**src/hw/rtl/ptscan_pkg.sv**
```systemverilog
`default_nettype none
// ----------------------------------------------------------------------------
// ptscan_pkg
// Shared types and constants of the pan/tilt drive controller.
// ----------------------------------------------------------------------------
package ptscan_pkg;

  // configuration register indexes
  localparam logic [2:0] REG_MAX_SPEED     = 3'd0;
  localparam logic [2:0] REG_POS_KP        = 3'd1;
  localparam logic [2:0] REG_POS_KD        = 3'd2;
  localparam logic [2:0] REG_VEL_KP        = 3'd3;
  localparam logic [2:0] REG_VEL_KI        = 3'd4;
  localparam logic [2:0] REG_SCAN_VELOCITY = 3'd5;
  localparam logic [2:0] REG_EDGE_MARGIN   = 3'd6;
  localparam logic [2:0] REG_PAN_LIMIT     = 3'd7;

  // configuration reset values
  localparam logic [7:0]  RST_MAX_SPEED     = 8'd220;
  localparam logic [5:0]  RST_POS_KP        = 6'd7;
  localparam logic [5:0]  RST_POS_KD        = 6'd4;
  localparam logic [5:0]  RST_VEL_KP        = 6'd10;
  localparam logic [5:0]  RST_VEL_KI        = 6'd2;
  localparam logic [5:0]  RST_SCAN_VELOCITY = 6'd8;
  localparam logic [11:0] RST_EDGE_MARGIN   = 12'd200;
  localparam logic [13:0] RST_PAN_LIMIT     = 14'd4764;

  // term widths feeding the drive units
  localparam int A_W = 18;   // error / velocity error term
  localparam int B_W = 23;   // derivative * 10 / integral term

  // loop constants
  localparam logic signed [16:0] TILT_LOW       = -17'sd524;
  localparam logic signed [16:0] SCAN_WINDOW    = 17'sd20;
  localparam logic signed [9:0]  INTEGRAL_LIMIT = 10'sd100;
  localparam logic signed [9:0]  VEL_MAX        = 10'sd127;
  localparam logic signed [9:0]  VEL_MIN        = -10'sd128;

  // divide by ten: floor(x * 52429 / 2^19) is exact for x below 2^18
  localparam logic [16:0] DIV10_MUL   = 17'd52429;
  localparam int          DIV10_SHIFT = 19;

  typedef struct packed {
    logic                  scan;
    logic signed [A_W-1:0] pan_a;
    logic signed [B_W-1:0] pan_b;
    logic signed [A_W-1:0] tilt_a;
    logic signed [B_W-1:0] tilt_b;
  } terms_t;

endpackage
`default_nettype wire

```
**src/hw/rtl/pan_tilt_pd_with_scan_pi.sv**
```systemverilog
`default_nettype none
// ----------------------------------------------------------------------------
// pan_tilt_pd_with_scan_pi
// Pan/tilt motor drive controller: PD position loops with a PI pan sweep.
// ----------------------------------------------------------------------------
// Takes one item per clock while in_stall is low and returns one result item
// per input item; each item passes the input register (loaded at the
// accepting edge), the loop-term register (where all loop state is updated)
// and the result register. The whole pipeline advances together whenever
// the result register is empty or being taken, so in_stall simply mirrors a
// held result (out_valid with out_stall). Each item clamps the pan reference
// to +-pan_limit and the tilt reference to -524..0.
// When the clamped pan reference lies within 20 counts of either limit and
// fire_seen is low, pan runs the PI velocity sweep (velocity = position delta
// / 10, truncated toward zero, integral held within +-100 and cleared at each
// edge turn) and scanning is set; otherwise pan runs the PD position loop.
// Tilt always runs PD. Both drives saturate at max_speed and come out as a
// magnitude and a direction bit. Write configuration through cfg_we /
// cfg_index / cfg_data only while no item is in flight; reset restores the
// documented register defaults and clears the loop state.
// ----------------------------------------------------------------------------
module pan_tilt_pd_with_scan_pi (
  input  wire logic               clk,
  input  wire logic               rst_n,
  input  wire logic               cfg_we,
  input  wire logic [2:0]         cfg_index,
  input  wire logic [13:0]        cfg_data,
  input  wire logic               in_valid,
  output logic                    in_stall,
  input  wire logic signed [15:0] in_pan_reference,
  input  wire logic signed [15:0] in_tilt_reference,
  input  wire logic signed [15:0] in_pan_position,
  input  wire logic signed [15:0] in_tilt_position,
  input  wire logic               in_fire_seen,
  output logic                    out_valid,
  input  wire logic               out_stall,
  output logic [7:0]              out_pan_magnitude,
  output logic                    out_pan_forward,
  output logic [7:0]              out_tilt_magnitude,
  output logic                    out_tilt_forward,
  output logic                    out_scanning
);
  import ptscan_pkg::*;

  // configuration registers
  logic [7:0]  max_speed_r;
  logic [5:0]  pos_kp_r, pos_kd_r, vel_kp_r, vel_ki_r, scan_velocity_r;
  logic [11:0] edge_margin_r;
  logic [13:0] pan_limit_r;

  // pipeline
  logic               adv;
  logic               in_vld_r, term_vld_r, out_vld_r;
  logic signed [15:0] pref_r, tref_r, ppos_r, tpos_r;
  logic               fire_r;
  terms_t             terms_nxt, terms_r;

  logic [5:0]  pan_ga, pan_gb;
  logic [7:0]  pan_mag, tilt_mag;
  logic        pan_fwd, tilt_fwd;
  logic [7:0]  pan_mag_r, tilt_mag_r;
  logic        pan_fwd_r, tilt_fwd_r, scan_r;

  // advance everything unless a finished item is held at the output
  assign adv      = !out_vld_r || !out_stall;
  assign in_stall = !adv;

  always_ff @(posedge clk) begin
    if (!rst_n) begin
      max_speed_r     <= RST_MAX_SPEED;
      pos_kp_r        <= RST_POS_KP;
      pos_kd_r        <= RST_POS_KD;
      vel_kp_r        <= RST_VEL_KP;
      vel_ki_r        <= RST_VEL_KI;
      scan_velocity_r <= RST_SCAN_VELOCITY;
      edge_margin_r   <= RST_EDGE_MARGIN;
      pan_limit_r     <= RST_PAN_LIMIT;
    end else if (cfg_we) begin
      case (cfg_index)
        REG_MAX_SPEED:     max_speed_r     <= cfg_data[7:0];
        REG_POS_KP:        pos_kp_r        <= cfg_data[5:0];
        REG_POS_KD:        pos_kd_r        <= cfg_data[5:0];
        REG_VEL_KP:        vel_kp_r        <= cfg_data[5:0];
        REG_VEL_KI:        vel_ki_r        <= cfg_data[5:0];
        REG_SCAN_VELOCITY: scan_velocity_r <= cfg_data[5:0];
        REG_EDGE_MARGIN:   edge_margin_r   <= cfg_data[11:0];
        REG_PAN_LIMIT:     pan_limit_r     <= cfg_data[13:0];
        default: ;
      endcase
    end
  end

  // valid flags
  always_ff @(posedge clk) begin
    if (!rst_n) begin
      in_vld_r   <= 1'b0;
      term_vld_r <= 1'b0;
      out_vld_r  <= 1'b0;
    end else if (adv) begin
      in_vld_r   <= in_valid;
      term_vld_r <= in_vld_r;
      out_vld_r  <= term_vld_r;
    end
  end

  // payload registers
  always_ff @(posedge clk) begin
    if (adv) begin
      pref_r     <= in_pan_reference;
      tref_r     <= in_tilt_reference;
      ppos_r     <= in_pan_position;
      tpos_r     <= in_tilt_position;
      fire_r     <= in_fire_seen;
      terms_r    <= terms_nxt;
      pan_mag_r  <= pan_mag;
      pan_fwd_r  <= pan_fwd;
      tilt_mag_r <= tilt_mag;
      tilt_fwd_r <= tilt_fwd;
      scan_r     <= terms_r.scan;
    end
  end

  // stage 1: clamps, errors, velocity; loop state steps only on a real item
  ptscan_front u_front (
    .clk            (clk),
    .rst_n          (rst_n),
    .step           (adv && in_vld_r),
    .pan_reference  (pref_r),
    .tilt_reference (tref_r),
    .pan_position   (ppos_r),
    .tilt_position  (tpos_r),
    .fire_seen      (fire_r),
    .scan_velocity  (scan_velocity_r),
    .edge_margin    (edge_margin_r),
    .pan_limit      (pan_limit_r),
    .terms          (terms_nxt)
  );

  // stage 2: gain products and saturation
  assign pan_ga = terms_r.scan ? vel_kp_r : pos_kp_r;
  assign pan_gb = terms_r.scan ? vel_ki_r : pos_kd_r;

  // pan forward is a positive drive, tilt forward a negative one
  ptscan_drive u_pan_drive (
    .a         (terms_r.pan_a),
    .b         (terms_r.pan_b),
    .ga        (pan_ga),
    .gb        (pan_gb),
    .max_speed (max_speed_r),
    .neg_dir   (1'b0),
    .magnitude (pan_mag),
    .forward   (pan_fwd)
  );

  ptscan_drive u_tilt_drive (
    .a         (terms_r.tilt_a),
    .b         (terms_r.tilt_b),
    .ga        (pos_kp_r),
    .gb        (pos_kd_r),
    .max_speed (max_speed_r),
    .neg_dir   (1'b1),
    .magnitude (tilt_mag),
    .forward   (tilt_fwd)
  );

  assign out_valid          = out_vld_r;
  assign out_pan_magnitude  = pan_mag_r;
  assign out_pan_forward    = pan_fwd_r;
  assign out_tilt_magnitude = tilt_mag_r;
  assign out_tilt_forward   = tilt_fwd_r;
  assign out_scanning       = scan_r;

endmodule
`default_nettype wire

```
**src/hw/rtl/ptscan_front.sv**
```systemverilog
`default_nettype none
// ----------------------------------------------------------------------------
// ptscan_front
// Reference clamping, mode select, errors, sweep velocity and loop state.
// ----------------------------------------------------------------------------
module ptscan_front (
  input  wire logic               clk,
  input  wire logic               rst_n,
  input  wire logic               step,
  input  wire logic signed [15:0] pan_reference,
  input  wire logic signed [15:0] tilt_reference,
  input  wire logic signed [15:0] pan_position,
  input  wire logic signed [15:0] tilt_position,
  input  wire logic               fire_seen,
  input  wire logic [5:0]         scan_velocity,
  input  wire logic [11:0]        edge_margin,
  input  wire logic [13:0]        pan_limit,
  output ptscan_pkg::terms_t      terms
);
  import ptscan_pkg::*;

  logic signed [17:0] last_pan_err_r, last_pan_err_nxt;
  logic signed [17:0] last_tilt_err_r, last_tilt_err_nxt;
  logic signed [15:0] prev_pan_pos_r, prev_pan_pos_nxt;
  logic signed [7:0]  integ_r, integ_nxt;
  logic               toward_max_r, toward_max_nxt;

  logic signed [16:0] lim_s, window, edge_pt;
  logic signed [16:0] pref_x, pref_c, tref_x, tref_c, ppos_x;
  logic               scan;
  logic signed [17:0] pan_err, tilt_err;
  logic signed [18:0] pan_dlt, tilt_dlt;
  logic signed [22:0] pan_d10, tilt_d10;
  logic signed [16:0] vdiff;
  logic               vneg;
  logic [16:0]        vmag;
  logic [33:0]        vprod;
  logic [14:0]        vq;
  logic signed [9:0]  vel, want, verr_w, verr, isum, integ_new;

  always_comb begin
    lim_s   = signed'({3'b000, pan_limit});
    window  = lim_s - SCAN_WINDOW;
    edge_pt = lim_s - signed'({5'b00000, edge_margin});

    // clamp references
    pref_x = {pan_reference[15], pan_reference};
    if (pref_x < -lim_s) begin
      pref_c = -lim_s;
    end else if (pref_x > lim_s) begin
      pref_c = lim_s;
    end else begin
      pref_c = pref_x;
    end
    tref_x = {tilt_reference[15], tilt_reference};
    if (tref_x > 17'sd0) begin
      tref_c = 17'sd0;
    end else if (tref_x < TILT_LOW) begin
      tref_c = TILT_LOW;
    end else begin
      tref_c = tref_x;
    end
    ppos_x = {pan_position[15], pan_position};

    scan = ((pref_c >= window) || (pref_c <= -window)) && !fire_seen;

    // position errors and derivative terms (delta * 10 as shift-add)
    pan_err  = {pref_c[16], pref_c} - {{2{pan_position[15]}}, pan_position};
    tilt_err = {tref_c[16], tref_c} - {{2{tilt_position[15]}}, tilt_position};
    pan_dlt  = {pan_err[17], pan_err} - {last_pan_err_r[17], last_pan_err_r};
    tilt_dlt = {tilt_err[17], tilt_err} - {last_tilt_err_r[17], last_tilt_err_r};
    pan_d10  = {pan_dlt[18], pan_dlt, 3'b000} + {{3{pan_dlt[18]}}, pan_dlt, 1'b0};
    tilt_d10 = {tilt_dlt[18], tilt_dlt, 3'b000} + {{3{tilt_dlt[18]}}, tilt_dlt, 1'b0};

    // sweep velocity, truncated toward zero
    vdiff = ppos_x - {prev_pan_pos_r[15], prev_pan_pos_r};
    vneg  = vdiff[16];
    vmag  = vneg ? unsigned'(-vdiff) : unsigned'(vdiff);
    vprod = {17'd0, vmag} * {17'd0, DIV10_MUL};
    vq    = vprod[DIV10_SHIFT +: 15];
    if (vneg) begin
      vel = (vq > 15'd128) ? VEL_MIN : -signed'({1'b0, vq[8:0]});
    end else begin
      vel = (vq > 15'd127) ? VEL_MAX : signed'({3'b000, vq[6:0]});
    end
    want   = toward_max_r ? signed'({4'b0000, scan_velocity})
                          : -signed'({4'b0000, scan_velocity});
    verr_w = want - vel;
    if (verr_w > VEL_MAX) begin
      verr = VEL_MAX;
    end else if (verr_w < VEL_MIN) begin
      verr = VEL_MIN;
    end else begin
      verr = verr_w;
    end
    isum = {{2{integ_r[7]}}, integ_r} + verr;
    if (isum > INTEGRAL_LIMIT) begin
      integ_new = INTEGRAL_LIMIT;
    end else if (isum < -INTEGRAL_LIMIT) begin
      integ_new = -INTEGRAL_LIMIT;
    end else begin
      integ_new = isum;
    end

    // state update
    last_pan_err_nxt  = last_pan_err_r;
    last_tilt_err_nxt = tilt_err;
    prev_pan_pos_nxt  = prev_pan_pos_r;
    integ_nxt         = integ_r;
    toward_max_nxt    = toward_max_r;
    if (scan) begin
      prev_pan_pos_nxt = pan_position;
      if (ppos_x >= edge_pt) begin
        toward_max_nxt = 1'b0;
        integ_nxt      = 8'sd0;
      end else if (ppos_x <= -edge_pt) begin
        toward_max_nxt = 1'b1;
        integ_nxt      = 8'sd0;
      end else begin
        integ_nxt = integ_new[7:0];
      end
    end else begin
      last_pan_err_nxt = pan_err;
    end

    // terms for the drive units
    terms.scan   = scan;
    terms.tilt_a = tilt_err;
    terms.tilt_b = tilt_d10;
    if (scan) begin
      terms.pan_a = {{8{verr[9]}}, verr};
      terms.pan_b = {{13{integ_new[9]}}, integ_new};
    end else begin
      terms.pan_a = pan_err;
      terms.pan_b = pan_d10;
    end
  end

  always_ff @(posedge clk) begin
    if (!rst_n) begin
      last_pan_err_r  <= '0;
      last_tilt_err_r <= '0;
      prev_pan_pos_r  <= '0;
      integ_r         <= '0;
      toward_max_r    <= 1'b1;
    end else if (step) begin
      last_pan_err_r  <= last_pan_err_nxt;
      last_tilt_err_r <= last_tilt_err_nxt;
      prev_pan_pos_r  <= prev_pan_pos_nxt;
      integ_r         <= integ_nxt;
      toward_max_r    <= toward_max_nxt;
    end
  end

endmodule
`default_nettype wire

```
**src/hw/rtl/ptscan_drive.sv**
```systemverilog
`default_nettype none
// ----------------------------------------------------------------------------
// ptscan_drive
// Two-term gain sum with saturation to the drive limit.
// ----------------------------------------------------------------------------
module ptscan_drive (
  input  wire logic signed [ptscan_pkg::A_W-1:0] a,
  input  wire logic signed [ptscan_pkg::B_W-1:0] b,
  input  wire logic [5:0]                         ga,
  input  wire logic [5:0]                         gb,
  input  wire logic [7:0]                         max_speed,
  input  wire logic                               neg_dir,
  output logic [7:0]                              magnitude,
  output logic                                    forward
);
  import ptscan_pkg::*;

  logic signed [6:0]       ga_s, gb_s;
  logic signed [A_W+6:0]   pa;
  logic signed [B_W+6:0]   pb;
  logic signed [31:0]      sum;
  logic [31:0]             mag_w;
  logic                    live;

  always_comb begin
    ga_s  = signed'({1'b0, ga});
    gb_s  = signed'({1'b0, gb});
    pa    = a * ga_s;
    pb    = b * gb_s;
    sum   = {{(32-A_W-7){pa[A_W+6]}}, pa} + {{(32-B_W-7){pb[B_W+6]}}, pb};
    mag_w = sum[31] ? unsigned'(-sum) : unsigned'(sum);
    // saturate magnitude; a zero limit forces a zero drive
    magnitude = (mag_w > {24'd0, max_speed}) ? max_speed : mag_w[7:0];
    live      = (max_speed != 8'd0);
    // forward means a negative drive when neg_dir is set, else a positive one
    if (neg_dir) begin
      forward = sum[31] && live;
    end else begin
      forward = !sum[31] && (sum != 32'sd0) && live;
    end
  end

endmodule
`default_nettype wire

```
**config.mk**
```make
export PLATFORM = sky130hd
export DESIGN_NAME = pan_tilt_pd_with_scan_pi
export DESIGN_NICKNAME = d
export VERILOG_FILES = /design/src/hw/rtl/ptscan_pkg.sv /design/src/hw/rtl/pan_tilt_pd_with_scan_pi.sv /design/src/hw/rtl/ptscan_front.sv /design/src/hw/rtl/ptscan_drive.sv
export SDC_FILE = /design/constraint.sdc
export NUM_CORES = 2
export LEC_CHECK = 0
export BUFFER_PORTS_ARGS = -buffer_cell sky130_fd_sc_hd__buf_2
export CORE_MARGIN = 1.5
export CORE_UTILIZATION = 60
export CTS_BUF_LIST = sky130_fd_sc_hd__clkbuf_16
export DETAILED_ROUTE_END_ITERATION = 8
export PLACE_DENSITY_LB_ADDON = 0.05
export SLEW_MARGIN = 20
export SYNTH_ARGS = -nofsm -noshare
export SYNTH_HDL_FRONTEND = slang
export SYNTH_SLANG_ARGS = --single-unit
```
**constraint.sdc**
```tcl
create_clock -name clk -period 19.28 [get_ports clk]
set_clock_uncertainty 0.15 [all_clocks]
set_input_delay 3.856 -clock clk [delete_from_list [all_inputs] [get_ports clk]]
set_output_delay 3.856 -clock clk [all_outputs]
set_load 0.005 [all_outputs]
```
==> impl_metrics.csv <==
group,metric,value,unit
run_status,status,"finished, final reports clean",
timing,fmax,0.0568,GHz
logic_synthesis,ys.flop_type,"edfxtp_1",
logic_synthesis,synth_top_family_by_area,"adder cells",
logic_synthesis,yosys.area_share.simple,17.6,%
logic_synthesis,synthAdderAreaFrac,38.9,%
place,dp_hpwl,96900,µm
cts,post_cts.repair.setup_buffers,0,
timing,min_period,17.60,ns
cells_and_area,final_common_cell,"inv_1",
logic_synthesis,synthTopCellsByArea,"fa_1, ha_1, edfxtp_1",
timing,worst_pin_slew,1.01,ns
cells_and_area,drive_gt1_share,5.22,%
critical_path,required,19.41,ns
cts,postCtsHoldBufs,0,
cts,clk_latency,0.60,ns
grt,grt_pass1_wl,190000,µm
logic_synthesis,synth_top_area_share,23.3,%
detailed_routing,num_vias,36826,
detailed_routing,drt_iter0_drc,2142,
floorplanning,core_area,77700,µm²
logic_synthesis,synth_compound_area_share,13.6,%
floorplanning,fp.dieArea,80600,µm²
detailed_routing,ant_nets,0,
critical_path,path_delay_family,"compound AO/OA/AOI/OAI gates",
detailed_routing,drc,0,
place,port_buffers,107,
cells_and_area,mostFrequentLayoutCells,"inv_1, ha_1, fa_1",
cells_and_area,multi_input_area,36400,µm²
grt,grt_max_degree,82,
logic_synthesis,yosysUniqueCellTypes,97,
grt,antenna_found_initial,5,
cells_and_area,n_fill_cell,6672,
logic_synthesis,synthMuxAreaShare,1.89,%
timing,rsz0062_at_grt,"false",
place,globalplace.congestion,0.976,
cells_and_area,area_growth,6.04,%
cells_and_area,ff_latch_area,7550,µm²
detailed_routing,post_drt_wl_per_cell,17.9,µm
detailed_routing,dr.pass1.iters,5,
cts,htree_levels,2,
hold_path,hold_path.class,"flop to flop",
detailed_routing,detail_route.vias_per_cell,5.72,
cts,tritoncts,"built",
logic_synthesis,avgSynthCellArea,8.87,µm²
cts,path_clk_slew,0.06,ns
timing,finalCritPeriodShare,91.3,%
critical_path,max_stage_delay,0.53,ns
cts,cts.sinks,294,
critical_path,worstPathMaxFanout,12,
floorplanning,die_width,284,µm
detailed_routing,wirelength,115000,µm
timing,maxSlewHeadroom,32.7,%
floorplanning,start_util,60.9,%
grt,track_usage,29.0,%
floorplanning,die_h,284,µm
logic_synthesis,syn_inst,5335,
logic_synthesis,synth-edff-count,166,
critical_path,cp_slowest_cell,"fa_1",
timing,fin_setup_tns,0,ns
logic_synthesis,ys_seq_area_share,15.9,%
timing,drv_slew,0,
logic_synthesis,syn_nets,6561,
timing,finalSetupViolCount,0,
critical_path,cp_num_buf_inv,7,
logic_synthesis,yosys_warnings,0,
floorplanning,fp-row-count,102,
critical_path,crit_type,"flop to flop",
cts,cts_inserted_buffers,36,
floorplanning,ios,108,
logic_synthesis,synth_xor_area_share,4.66,%
logic_synthesis,async_flop_share,0,%
cts,cts_buffer_depth,3,
logic_synthesis,synth-seq-cells,294,
critical_path,crit_path_start_kind,"flop",
grt,grt_pass1_vias,36601,
flow_run,maxCapViolations,0,
cts,cts_root_buffer,"clkbuf_16",
timing,final-hold-violation-count,0,
logic_synthesis,synth_top_area_cell,"fa_1",
critical_path,end_kind,"flop",
critical_path,cp.arrival,17.73,ns
grt,grt_overflow_total,0,
logic_synthesis,synth_area,47300,µm²
cells_and_area,finalNetCount,6597,
## per-layer routing
metal / global-route usage [%] / vias up / part of all wire (%)
li1: - / 17965 / -
met1: 41.5 / 17892 / 47
met2: 47.2 / 822 / 45
met3: 3.26 / 145 / 5.1
met4: 6.35 / 2 / 2.2
met5: 0 / - / 0.011
## what timing repair did
item                                    CTS  global route
endpoints found under the hold margin     0             0
endpoints found under the setup margin    0            31
resized for setup                         0             5
## worst reg2reg max path, delay by kind of cell, from the launching register on
kind | cells | cell delay [ns]
adder cells (fa/ha/maj) | 12 | 4.97
buffers and inverters | 7 | 0.53
AND/OR/NAND/NOR | 19 | 4.10
XOR/XNOR | 3 | 0.99
flip-flops | 1 | 0.50
multiplexers | 1 | 0.30
AO/OA/AOI/OAI | 25 | 5.76
## stage by stage
step                instance area (µm²)  utilization (%)  setup slack (ns)  hold WS, ns  instances
global placement                  48900             62.9              1.84        0.292       6373
detailed placement                48900             62.9              1.37        0.297       6373
floorplan                         47300                -              3.10        0.282       5335
CTS                               50200             64.5              1.26        0.305       6439
global route                      50200             64.6            0.0967        0.321       6439
finish                            50200             64.6              1.68        0.303       6440
## logic make-up after synthesis
logic type,after synthesis
DFF,294
xor gates and xnor gates,252
and+or+nand+nor,1651
adders and majority gates,1140
buffers and inverters,933
AOI/OAI and AO/OA,980
muxes,85
## worst paths after layout
check,from,to,slack [ns],cells after the start
max,ppos_r[1]$_DFFE_PN_,terms_r[43]$_DFFE_PN_,1.68,67
min,u_front.prev_pan_pos_r[5]$_SDFFE_PN0P_,u_front.prev_pan_pos_r[5]$_SDFFE_PN0P_,0.30,2
max reg2reg,ppos_r[1]$_DFFE_PN_,terms_r[43]$_DFFE_PN_,1.68,67
min reg2reg,u_front.prev_pan_pos_r[5]$_SDFFE_PN0P_,u_front.prev_pan_pos_r[5]$_SDFFE_PN0P_,0.30,2
## synth_stat cells (10+ instances only)
library cell / n
inv_1: 795
o22ai_1: 13
o2111ai_1: 11
or4_1: 10
or3_1: 46
and2_1: 222
xor2_1: 80
and3_1: 21
or2_2: 13
fa_1: 552
o21bai_1: 35
nor2_1: 315
xnor2_1: 172
dfxtp_1: 128
a211oi_1: 55
nand2_1: 467
edfxtp_1: 166
a21o_1: 91
a21boi_0: 30
a31oi_1: 37
a2111oi_0: 11
o211ai_1: 38
nand2b_1: 42
a21oi_1: 265
nor2b_1: 238
nand4_1: 48
nor4_1: 23
o21ai_0: 196
o31a_1: 12
nor3b_1: 11
nor3_1: 86
clkbuf_1: 121
o31ai_1: 21
mux2_2: 35
o21a_1: 50
nand3_1: 69
mux2i_1: 50
ha_1: 587
## registers in the layout (all words and copies together), names as in the netlist, 14 cells and up
signal / count
tpos_r: 16
u_front.last_pan_err_r: 18
pref_r: 16
u_front.prev_pan_pos_r: 16
pan_limit_r: 14
terms_r: 82
u_front.last_tilt_err_r: 18
ppos_r: 16
tref_r: 16
## layout make-up
class | count | area share [%]
Inverter | 796 | 5.95
Timing Repair Buffer | 135 | 1.49
Sequential cell | 294 | 15.0
Tap cell | 1040 | 2.59
Clock inverter | 30 | 0.710
Antenna cell | 1 | 0.00498
Clock buffer | 36 | 1.79
Multi-Input combinational cell | 4108 | 72.4
Power is left out: the tool's default activity adds up to more than one toggle a clock period on the data nets, which glitch-free logic cannot reach.
